<file path="config.mk">
export PLATFORM = sky130hd
export DESIGN_NAME = preemptive_priority_scheduler_unit
export DESIGN_NICKNAME = d
export VERILOG_FILES = /design/src/rtl/core/pps_pkg.sv /design/src/rtl/core/preemptive_priority_scheduler_unit.sv /design/src/rtl/core/pps_job_store.sv
export SDC_FILE = /design/constraint.sdc
export NUM_CORES = 2
export LEC_CHECK = 0
export ABC_CLOCK_PERIOD_IN_PS = 9400
export BUFFER_PORTS_ARGS = -buffer_cell sky130_fd_sc_hd__buf_2
export CORE_ASPECT_RATIO = 0.75
export CORE_MARGIN = 3
export CORE_UTILIZATION = 56
export DETAILED_ROUTE_END_ITERATION = 8
export PLACE_DENSITY = 0.76
export SYNTH_ARGS = -nofsm -noshare
export SYNTH_HDL_FRONTEND = slang
export SYNTH_HIERARCHICAL = 1
export SYNTH_SLANG_ARGS = --single-unit
</file>
<file path="constraint.sdc">
create_clock -name aclk -period 9.4 [get_ports aclk]
set_clock_uncertainty 0.15 [all_clocks]
set_input_delay 0.47 -clock aclk [delete_from_list [all_inputs] [get_ports aclk]]
set_output_delay 0.47 -clock aclk [all_outputs]
set_load 0.03 [all_outputs]
</file>
<file path="src/rtl/core/pps_pkg.sv">
// Shared types and constants for the preemptive priority scheduler.
// No dependencies; every other file in rtl/core imports this package.
`timescale 1ns / 1ps
`default_nettype none

package pps_pkg;

    localparam logic [15:0] TIME_MAX = 16'hFFFF;
    localparam logic [23:0] SUM_MAX  = 24'hFF_FFFF;

    // Operation codes carried in the action field
    localparam logic ACT_LOAD = 1'b0;
    localparam logic ACT_TICK = 1'b1;

    typedef struct packed {
        logic        action;
        logic [15:0] arrival_time;
        logic [15:0] burst_time;
        logic [7:0]  priority_req;
    } pps_in_t;

    typedef struct packed {
        logic [3:0]  ran_slot;
        logic        idle;
        logic        finished;
        logic [15:0] completion_time;
        logic [15:0] turnaround_time;
        logic [15:0] waiting_time;
        logic [23:0] total_waiting;
        logic [23:0] total_turnaround;
        logic        all_done;
    } pps_out_t;

    // One job as held in the job memory
    typedef struct packed {
        logic [15:0] arrival;
        logic [15:0] burst;
        logic [15:0] remaining;
        logic [7:0]  prio;
    } job_entry_t;

    typedef enum logic [1:0] {
        ST_IDLE,
        ST_SCAN,
        ST_DRAIN,
        ST_UPDATE
    } sched_state_t;

endpackage

`default_nettype wire

</file>
<file path="src/rtl/core/preemptive_priority_scheduler_unit.sv">
// Preemptive priority scheduler top level: control FSM, selection and statistics.
// Depends on pps_pkg and pps_job_store.
`timescale 1ns / 1ps
`default_nettype none

// A load beat appends a job (arrival, burst, priority) to the next free slot of
// the job memory with no result; loads with a zero burst or
// into a full table are dropped. A tick beat scans the loaded jobs one slot per
// cycle through the single read port of the job memory, keeps the best ready
// job (smallest priority, then earliest arrival, then lowest slot), writes back
// its decremented remaining work, advances time and emits one result beat. The
// update of a tick waits while the previous result still sits unaccepted in the
// output register. Only one beat is in work at a time; a result waits in the
// output register while the next beat is taken.
// Time saturates at 65535 and the waiting and turnaround totals at 16777215.
module preemptive_priority_scheduler_unit #(
    parameter int MAX_PROCESSES = 16
) (
    input  wire                 aclk,
    input  wire                 aresetn,
    input  wire                 s_valid,
    output logic                s_ready,
    input  pps_pkg::pps_in_t    s_data,
    output logic                m_valid,
    input  wire                 m_ready,
    output pps_pkg::pps_out_t   m_data
);
    import pps_pkg::*;

    localparam int AW = $clog2(MAX_PROCESSES);
    localparam int CW = $clog2(MAX_PROCESSES + 1);

    // Control state
    sched_state_t state_reg, state_next;
    logic [CW-1:0] job_count_reg, job_count_next;
    logic [CW-1:0] fin_count_reg, fin_count_next;
    logic [15:0]   time_reg, time_next;
    logic [23:0]   wsum_reg, wsum_next;
    logic [23:0]   tsum_reg, tsum_next;
    logic [AW-1:0] scan_cnt_reg, scan_cnt_next;
    logic          rd_vld_reg, rd_vld_next;
    logic [AW-1:0] rd_slot_reg, rd_slot_next;
    logic          found_reg, found_next;
    logic          m_valid_reg, m_valid_next;

    // Payload state
    job_entry_t    best_reg, best_next;
    logic [AW-1:0] best_slot_reg, best_slot_next;
    pps_out_t      m_data_reg, m_data_next;

    // Memory port signals
    logic          wr_en;
    logic [AW-1:0] wr_addr;
    job_entry_t    wr_data;
    logic          rd_en;
    logic [AW-1:0] rd_addr;
    job_entry_t    rd_data;

    // Result datapath
    logic          cand_ready;
    logic          cand_better;
    logic          out_free;
    logic          fin;
    logic [15:0]   comp;
    logic [15:0]   tat;
    logic [15:0]   wt;
    logic [24:0]   wsum_add;
    logic [24:0]   tsum_add;
    logic [CW-1:0] fin_count_upd;

    pps_job_store #(
        .DEPTH (MAX_PROCESSES)
    ) u_store (
        .aclk    (aclk),
        .wr_en   (wr_en),
        .wr_addr (wr_addr),
        .wr_data (wr_data),
        .rd_en   (rd_en),
        .rd_addr (rd_addr),
        .rd_data (rd_data)
    );

    // Selection: the entry on the read port against the best so far. Strict
    // compares keep the earlier slot on a full tie, since slots come in order.
    assign cand_ready  = (rd_data.arrival <= time_reg) && (rd_data.remaining != 16'd0);
    assign cand_better = !found_reg
                      || (rd_data.prio < best_reg.prio)
                      || ((rd_data.prio == best_reg.prio)
                          && (rd_data.arrival < best_reg.arrival));

    // Completion figures of the selected job
    assign fin      = found_reg && (best_reg.remaining == 16'd1);
    assign comp     = (time_reg == TIME_MAX) ? TIME_MAX : time_reg + 16'd1;
    assign tat      = comp - best_reg.arrival;
    assign wt       = (tat >= best_reg.burst) ? tat - best_reg.burst : 16'd0;
    assign wsum_add = {1'b0, wsum_reg} + 25'(wt);
    assign tsum_add = {1'b0, tsum_reg} + 25'(tat);
    assign fin_count_upd = fin ? fin_count_reg + CW'(1) : fin_count_reg;

    assign out_free = !m_valid_reg || m_ready;

    always_ff @(posedge aclk) begin
        if (!aresetn) begin
            state_reg     <= ST_IDLE;
            job_count_reg <= '0;
            fin_count_reg <= '0;
            time_reg      <= '0;
            wsum_reg      <= '0;
            tsum_reg      <= '0;
            scan_cnt_reg  <= '0;
            rd_vld_reg    <= 1'b0;
            rd_slot_reg   <= '0;
            found_reg     <= 1'b0;
            m_valid_reg   <= 1'b0;
        end else begin
            state_reg     <= state_next;
            job_count_reg <= job_count_next;
            fin_count_reg <= fin_count_next;
            time_reg      <= time_next;
            wsum_reg      <= wsum_next;
            tsum_reg      <= tsum_next;
            scan_cnt_reg  <= scan_cnt_next;
            rd_vld_reg    <= rd_vld_next;
            rd_slot_reg   <= rd_slot_next;
            found_reg     <= found_next;
            m_valid_reg   <= m_valid_next;
        end
    end

    always_ff @(posedge aclk) begin
        best_reg      <= best_next;
        best_slot_reg <= best_slot_next;
        m_data_reg    <= m_data_next;
    end

    always_comb begin
        state_next     = state_reg;
        job_count_next = job_count_reg;
        fin_count_next = fin_count_reg;
        time_next      = time_reg;
        wsum_next      = wsum_reg;
        tsum_next      = tsum_reg;
        scan_cnt_next  = scan_cnt_reg;
        rd_vld_next    = 1'b0;
        rd_slot_next   = rd_slot_reg;
        found_next     = found_reg;
        best_next      = best_reg;
        best_slot_next = best_slot_reg;
        m_data_next    = m_data_reg;
        m_valid_next   = m_valid_reg && !m_ready;

        s_ready = (state_reg == ST_IDLE);
        wr_en   = 1'b0;
        wr_addr = job_count_reg[AW-1:0];
        wr_data = '{arrival:   s_data.arrival_time,
                    burst:     s_data.burst_time,
                    remaining: s_data.burst_time,
                    prio:      s_data.priority_req};
        rd_en   = 1'b0;
        rd_addr = scan_cnt_reg;

        // Fold in the entry read last cycle
        if (rd_vld_reg && cand_ready && cand_better) begin
            found_next     = 1'b1;
            best_next      = rd_data;
            best_slot_next = rd_slot_reg;
        end

        case (state_reg)
            ST_IDLE: begin
                if (s_valid) begin
                    if (s_data.action == ACT_LOAD) begin
                        // Append unless the table is full or the burst is empty
                        if ((job_count_reg < CW'(MAX_PROCESSES))
                            && (s_data.burst_time != 16'd0)) begin
                            wr_en          = 1'b1;
                            job_count_next = job_count_reg + CW'(1);
                        end
                    end else begin
                        found_next    = 1'b0;
                        scan_cnt_next = '0;
                        // No jobs: skip the scan, the tick is idle
                        state_next    = (job_count_reg == '0) ? ST_UPDATE : ST_SCAN;
                    end
                end
            end

            ST_SCAN: begin
                // Issue one slot read per cycle
                rd_en         = 1'b1;
                rd_vld_next   = 1'b1;
                rd_slot_next  = scan_cnt_reg;
                scan_cnt_next = scan_cnt_reg + AW'(1);
                if (CW'(scan_cnt_reg) + CW'(1) == job_count_reg) begin
                    state_next = ST_DRAIN;
                end
            end

            ST_DRAIN: begin
                // Last read data is folded in above
                state_next = ST_UPDATE;
            end

            ST_UPDATE: begin
                // Hold until the output register can take the result
                if (out_free) begin
                    if (found_reg) begin
                        wr_en   = 1'b1;
                        wr_addr = best_slot_reg;
                        wr_data = '{arrival:   best_reg.arrival,
                                    burst:     best_reg.burst,
                                    remaining: best_reg.remaining - 16'd1,
                                    prio:      best_reg.prio};
                    end
                    if (fin) begin
                        wsum_next = wsum_add[24] ? SUM_MAX : wsum_add[23:0];
                        tsum_next = tsum_add[24] ? SUM_MAX : tsum_add[23:0];
                    end
                    fin_count_next = fin_count_upd;
                    if (time_reg != TIME_MAX) begin
                        time_next = time_reg + 16'd1;
                    end

                    m_valid_next                = 1'b1;
                    m_data_next.ran_slot        = found_reg ? 4'(best_slot_reg) : 4'd0;
                    m_data_next.idle            = !found_reg;
                    m_data_next.finished        = fin;
                    m_data_next.completion_time = fin ? comp : 16'd0;
                    m_data_next.turnaround_time = fin ? tat : 16'd0;
                    m_data_next.waiting_time    = fin ? wt : 16'd0;
                    m_data_next.total_waiting   = wsum_next;
                    m_data_next.total_turnaround = tsum_next;
                    m_data_next.all_done        = (fin_count_upd == job_count_reg);
                    state_next                  = ST_IDLE;
                end
            end

            default: begin
                state_next = ST_IDLE;
            end
        endcase
    end

    assign m_valid = m_valid_reg;
    assign m_data  = m_data_reg;

    // Never finish more jobs than were loaded
    a_fin_le_jobs: assert property (@(posedge aclk) disable iff (!aresetn)
        fin_count_reg <= job_count_reg)
        else $error("finished count exceeds job count");

    // The table never holds more than its depth
    a_jobs_le_max: assert property (@(posedge aclk) disable iff (!aresetn)
        job_count_reg <= CW'(MAX_PROCESSES))
        else $error("job count beyond table depth");

    // No write-back while a scan is reading the memory
    a_no_wr_in_scan: assert property (@(posedge aclk) disable iff (!aresetn)
        (state_reg == ST_SCAN || state_reg == ST_DRAIN) |-> !wr_en)
        else $error("memory write during scan");

    // A new result comes only from the update step
    a_result_src: assert property (@(posedge aclk) disable iff (!aresetn)
        $rose(m_valid_reg) |-> $past(state_reg) == ST_UPDATE)
        else $error("result raised outside update");

    // A finished job is never reported on an idle tick
    a_fin_not_idle: assert property (@(posedge aclk) disable iff (!aresetn)
        (state_reg == ST_UPDATE && fin) |-> found_reg && (job_count_reg != '0))
        else $error("completion without a selected job");

endmodule

`default_nettype wire

</file>
<file path="src/rtl/core/pps_job_store.sv">
// Job memory: one write port, one read port, registered read data.
// Depends on pps_pkg for the job entry type.
`timescale 1ns / 1ps
`default_nettype none

module pps_job_store #(
    parameter int DEPTH = 16,
    localparam int AW = $clog2(DEPTH)
) (
    input  wire                       aclk,
    input  wire                       wr_en,
    input  wire  [AW-1:0]             wr_addr,
    input  pps_pkg::job_entry_t       wr_data,
    input  wire                       rd_en,
    input  wire  [AW-1:0]             rd_addr,
    output pps_pkg::job_entry_t       rd_data
);
    import pps_pkg::*;

    job_entry_t mem [DEPTH];
    job_entry_t rd_data_reg;

    always_ff @(posedge aclk) begin
        if (wr_en) begin
            mem[wr_addr] <= wr_data;
        end
    end

    always_ff @(posedge aclk) begin
        if (rd_en) begin
            rd_data_reg <= mem[rd_addr];
        end
    end

    assign rd_data = rd_data_reg;

endmodule

`default_nettype wire

</file>
== After elaboration in Yosys (flattened, before gate mapping) ==
Memories as Yosys holds them, arrays and structs flattened. A register that Yosys moved wholly into a read port is not among the register bits.
Index checks and enable logic that the tools add are counted.

* Flip-flop bits (word level): 250
* RAM bits: 896
* Input port bits: 45
* Output and inout port bits: 105
* Logic and storage cells: 115
* Memories: 1

* Add/subtract/negate cells: 10
* Order comparisons: 5
* Equality and inequality tests: 13
* Multiplexer cells: 37
* Bitwise logic cells: 1
* Reduce and logical (&&, ||, !) cells: 23

{| class="wikitable"
|+ Memories
! name !! words !! bits a word !! read ports !! clocked after memory_dff !! wr ports !! RTL line !! RTL
|-
| u_store.mem || 16 || 56 || 1 || 1 || 1 || pps_job_store.sv:20 || <nowiki>job_entry_t mem [DEPTH];</nowiki>
|}

{| class="wikitable"
|+ Operators with widths
! kind !! number
|-
| two-way mux 56 bit || 3
|-
| two-way mux 24 bit || 4
|-
| adder 24 x 16 -> 25 bit || 2
|-
| two-way mux 16 bit || 2
|-
| nonzero test 16 bit || 2
|-
| subtractor 16 bit || 2
|-
| two-way mux 4 bit || 5
|-
| adder 16 x 1 -> 16 bit (second input constant) || 1
|-
| equality test 16 x 1 -> 1 bit (second input constant) || 1
|-
| equality test 16 bit (second input constant) || 1
|-
| greater-or-equal comparator 16 bit || 1
|-
| less-or-equal comparator 16 bit || 1
|-
| less-than comparator 16 bit || 1
|-
| != test 16 bit (second input constant) || 1
|-
| subtractor 16 x 1 -> 16 bit (second input constant) || 1
|-
| two-way mux 1 bit || 14
|-
| adder 5 x 1 -> 5 bit (second input constant) || 2
|-
| equality test 5 bit || 2
|-
| two-way mux 2 bit || 5
|-
| equality test 8 bit || 1
|-
| less-than comparator 8 bit || 1
|-
| case mux 2 bit (4 select lines) || 1
|-
| case mux 4 bit (2 select lines) || 1
|-
| AND reduction 4 bit || 2
|-
| 18 further kinds || 32
|}

== Logic depth before layout (Yosys ltp) ==
* Word-level depth: 8
* Mapped depth: 35
* Mapped depth without buffers: 32

== Cells and area by module ==
Netlist, hierarchy kept.

{| class="wikitable"
|+ Modules (own cells, without submodules)
! module !! times used !! cells an instance !! area each (µm²) !! sequential area each (µm²)
|-
| pps_job_store || 1 || 1445 || 35238.8 || 28587.4
|-
| preemptive_priority_scheduler_unit || 1 || 1578 || 14767.9 || 6636.4
|}

== Least setup slack after synthesis ==
OpenSTA, ideal clock, no wires.

* Kind: input -> register
* Start: input m_ready
* End: memory u_store/mem[12][0] (netlist name), enable pin
* Library setup time: 0.539 ns
* Arrival: 8.295 ns
* Data required time: 8.711 ns
* Path slack: 0.417 ns
* Stages: 7
* Buffers on the path: 1
* Cell sequence: nand2b_1 nand2_1 clkinv_1 clkbuf_1 a22o_1 nand3_1 nor3_1

* Elaborated cells between the ends (all ways): 7
* Classes of those cells: 6 x mux; 1 x reduce/logical

{| class="wikitable"
|+ RTL lines
! item !! RTL line !! RTL
|-
| from (decl) || preemptive_priority_scheduler_unit.sv:25 || <nowiki>input wire m_ready,</nowiki>
|-
| logical OR 1 bit || preemptive_priority_scheduler_unit.sv:100 || <nowiki>assign out_free = !m_valid_reg || m_ready;</nowiki>
|-
| two-way mux 4 bit || preemptive_priority_scheduler_unit.sv:206 || <nowiki>if (out_free) begin</nowiki>
|-
| two-way mux 4 bit || preemptive_priority_scheduler_unit.sv:169 || <nowiki>case (state_reg)</nowiki>
|-
| net wr_addr[3] || preemptive_priority_scheduler_unit.sv:53 || <nowiki>logic [AW-1:0] wr_addr;</nowiki>
|-
| to (decl) || pps_job_store.sv:20 ||
|}

The timed path passes the listed nets, and every way through them passes these cells.

== Worst setup path after layout ==
* Start: register time_reg[0]
* End: register m_data_reg (netlist bit m_data[33]), data pin

* Word-level cells in the longest chain between the ends: 8
* Elaborated cells between the ends (all ways): 10
* Classes of those cells: 4 x add/sub; 1 x order compare; 1 x eq/ne; 4 x mux

{| class="wikitable"
|+ Ends and longest elaborated chain
! item !! RTL line !! RTL
|-
| from (decl) || preemptive_priority_scheduler_unit.sv:37 || <nowiki>logic [15:0] time_reg, time_next;</nowiki>
|-
| from (signal assigned) || preemptive_priority_scheduler_unit.sv:119 || <nowiki>time_reg <= time_next;</nowiki>
|-
| adder 16 x 1 -> 16 bit / equality test 16 bit (equally long branches) || preemptive_priority_scheduler_unit.sv:93 || <nowiki>assign comp = (time_reg == TIME_MAX) ? TIME_MAX : time_reg + 16'd1;</nowiki>
|-
| two-way mux 16 bit * || preemptive_priority_scheduler_unit.sv:93 ||
|-
| subtractor 16 bit * || preemptive_priority_scheduler_unit.sv:94 || <nowiki>assign tat = comp - best_reg.arrival;</nowiki>
|-
| net tat[10] || preemptive_priority_scheduler_unit.sv:65 || <nowiki>logic [15:0] tat;</nowiki>
|-
| greater-or-equal comparator 16 bit * || preemptive_priority_scheduler_unit.sv:95 || <nowiki>assign wt = (tat >= best_reg.burst) ? tat - best_reg.burst : 16'd0;</nowiki>
|-
| two-way mux 16 bit * || preemptive_priority_scheduler_unit.sv:95 ||
|-
| net wt[1] || preemptive_priority_scheduler_unit.sv:66 || <nowiki>logic [15:0] wt;</nowiki>
|-
| adder 24 x 16 -> 25 bit * || preemptive_priority_scheduler_unit.sv:96 || <nowiki>assign wsum_add = {1'b0, wsum_reg} + 25'(wt);</nowiki>
|-
| two-way mux 24 bit * || preemptive_priority_scheduler_unit.sv:216 || <nowiki>wsum_next = wsum_add[24] ? SUM_MAX : wsum_add[23:0];</nowiki>
|-
| two-way mux 24 bit * || preemptive_priority_scheduler_unit.sv:215 || <nowiki>if (fin) begin</nowiki>
|-
| to (signal assigned) || preemptive_priority_scheduler_unit.sv:133 || <nowiki>m_data_reg <= m_data_next;</nowiki>
|-
| to (decl) || preemptive_priority_scheduler_unit.sv:49 || <nowiki>pps_out_t m_data_reg, m_data_next;</nowiki>
|}

The timed path passes the listed nets; every way through them passes the cells marked *.
A chain may end at the register's enable or synchronous reset.

==> metrics.md <==
| Metric | Value |
|---|---|
| Status | complete, no violations |
| Post-Place Cells | 4260 |
| Clock-pin transition on the worst setup and hold timing paths | 0.07 ns |
| Via density per instance | 6.45 |
| Number of clock sinks | 1202 |
| Hold Startpoint | s_data[32] |
| Sequential Power Share | 50.5% |
| Final TNS setup | 0 ns |
| Tcrit/Tclk final | 91.6% |
| Routed wire length per instance | 27.8 um |
| P_int | 9.27 mW |
| Critical path class | flop to flop |
| IO buf count | 149 |
| Max frequency | 116 MHz |
| Full die area | 0.0930 sq mm |
| CP max stage cell | nor2_1 |
| Syn nets | 3185 |
| Synth unique cells | 79 |
| Vias | 28800 |
| Synthesized flop and latch total | 1202 |
| PostCTS Resize Cnt | 0 |
| Area added between synthesis and finish | 11.7% |
| Final Non-Filler Cells | 4466 |
| HPWL Detailed | 71.1 mm |
| Startpoint Class | flop |
| Part of the power in the clock network | 35.7% |
| TritonCTS buffer count | 108 |
| CTS Root Cell | clkbuf_16 |
| Min-Delay Path Class | input pin to flop |
| Slew at the pin with the worst max-slew slack | 1.22 ns |
| Slew Limit Fails | 0 |
| Crit-path max cell delay | 0.73 ns |
| CP Capture Type | flop |
| TritonRoute pass-1 iters | 6 |
| First-pass GRT wire length | 185 mm |
| Setup crit start | time_reg[0] |
| Synthesized instance count | 3023 |
| Ys Warns | 6 |
| FF-to-FF setup slack | 0.79 ns |
| Drt total wl | 124 mm |
| Most used DFF post-synth | edfxtp_1 |
| Clock tree buffer depth | 3 |
| Async S/R FF share, synth | 0% |
| Worst vdd ir | 215 uV |
| Final GP Congestion | 0.891 |
| Routed Antenna Nets | 0 |
| DRC | 0 |
| PwrDens | 222 mW/mm^2 |
| Max-Cap Viols | 0 |
| Share of layout cells above drive strength 1 | 19.7% |
| Initial antenna violation count | 0 |
| EDFF count, synth | 1115 |
| Initial Utilization | 56.8% |
| Die height | 265 um |
| Syn_area_per_cell | 16.5 sq um |
| Post-layout min period | 8.61 ns |
| RSZ-0062 raised after global routing | false |
| Clk_lat worst skew | 0.71 ns |
| Max reg flops | 896 |
| DIE WIDTH | 351 um |
| Hold Slack | 0.160 ns |
| Final hold violation count | 0 |
| CP Max Fanout | 16 |
| Ports | 150 |
| Vias in the first global route | 28800 |
| R2r startpoint | time_reg[0] |
| Req. time, crit path | 9.65 ns |
| CTS tree | yes |
| Largest net degree at the start of global routing | 126 |
| Grt ovf | 0 |
| Critical Path AT | 8.86 ns |
| NetSw | 3.13 mW |
| Seq/Total Area, Yosys | 70.4% |
| Site Rows | 94 |
| Highest-count cells in the layout ignoring fill and taps | 1115 x edfxtp_1, 224 x mux4_2, 215 x nand2_1 |
| Netlist area before placement | 0.0500 sq mm |
| Comb pwr share | 13.8% |
| GRT Total Usage | 26.8% |
| Final core utilization | 63.4% |
| Htree depth | 3 |
| Diodes inserted | 0 |
| Switching Share | 25.2% |
| 1st-iter DRT viols | 4000 |
| Core area | 0.0881 sq mm |
| Fillers | 5940 |
| Final setup viols | 0 |
| Commonest non-fill, non-tap cell in the layout | edfxtp_1 |
| Slew HR | 18.2% |
| Static Leak | 18.7 nW |
| Nets@finish | 3383 |
-- kinds of logic (layout without fill, tap and decap cells) --
kind of cell    after synthesis  in the layout  share of synthesized area, %
buf+inv                     226            517                          2.01
fa+ha+maj                   117            117                          2.99
flops                      1202           1202                          70.4
mux                         238            238                          10.4
xor+xnor                    105            105                          1.84
simple gates                593            593                          5.47
compound gates              542            542                          6.87
-- synthesized netlist by cell type (5+ instances only) --
cell,count,share of area (%)
nor4_1,13,0.16
nand3_1,32,0.32
o21bai_1,6,0.090
a211oi_1,22,0.33
o311a_1,5,0.10
o211ai_1,5,0.075
and4_1,6,0.11
o21a_1,14,0.21
nor2_1,168,1.3
nor3_1,32,0.32
nor2b_1,16,0.20
mux4_2,224,10
or3_1,7,0.088
a22oi_1,114,1.7
clkbuf_1,94,0.71
a22o_1,5,0.088
dfxtp_1,87,3.5
nand2b_1,19,0.24
and3_1,16,0.20
nand2_1,216,1.6
inv_1,83,0.62
a21oi_1,134,1.3
o21ai_0,146,1.5
and2_1,23,0.29
buf_2,16,0.16
xnor2_1,66,1.2
xor2_1,39,0.68
buf_6,15,0.34
ha_1,113,2.8
mux2i_1,10,0.20
a31oi_1,15,0.19
buf_1,8,0.060
buf_4,6,0.090
a21o_1,34,0.51
nand4_1,23,0.29
edfxtp_1,1115,67
-- worst max-delay path: cells and delay by family, from the launching register on --
kind / cells / cell delay [ns]
flops: 1 / 0.43
xor+xnor: 1 / 0.35
simple gates: 10 / 2.43
compound gates: 15 / 2.99
fa+ha+maj: 5 / 1.73
buf+inv: 1 / 0.25
-- layer usage --
metal	track usage, %	up-vias	share of wire [%]
li1	-	12300	-
met1	39.7	14500	40
met2	41.1	1686	46
met3	4.89	265	10
met4	8.57	0	3.4
met5	0	-	0
-- final timing paths --
path / endpoint / cells after the start
worst max-delay path: m_data[33] / 32
worst min-delay path: u_store/mem[9][48] / 4
worst max register to register: m_data[33] / 32
worst min register to register: best_reg[25] / 0
-- layout make-up --
class	count	area (sq um)	share of cell area, %
clock inverters	75	717	1.28
multi-input cells	1595	13900	25.0
well taps	1152	1440	2.58
flip-flops and latches	1202	35200	63.1
clock buffers	128	2830	5.07
inverters	86	325	0.583
repair buffers	228	1360	2.43
-- power by group through the flow --
stage	Sequential [mW]	Combinational [mW]	Clock, mW
final	6.26	1.71	4.42
after global routing	6.27	1.85	4.69
after CTS	6.26	1.71	4.47
after detailed placement	6.36	1.69	0
after global placement	6.35	1.65	0
after floorplan	6.43	1.16	0
-- per-stage QoR --
| step | area (sq um) | total power, mW | setup slack (ns) |
|---|---|---|---|
| floorplan | 50000 | 7.59 | 0.417 |
| global route | 55800 | 12.8 | 0.234 |
| finish | 55800 | 12.4 | 0.794 |
| CTS | 55800 | 12.4 | 0.901 |
| global placement | 52300 | 8.00 | 1.21 |
| detailed placement | 52300 | 8.06 | 0.896 |
-- what timing repair did --
item / CTS / global route
endpoints found under the hold margin: 2 / 0
hold buffers: 3 / 0
setup buffers: 0 / 0
No activity file was read; power rests on OpenSTA's default activity.
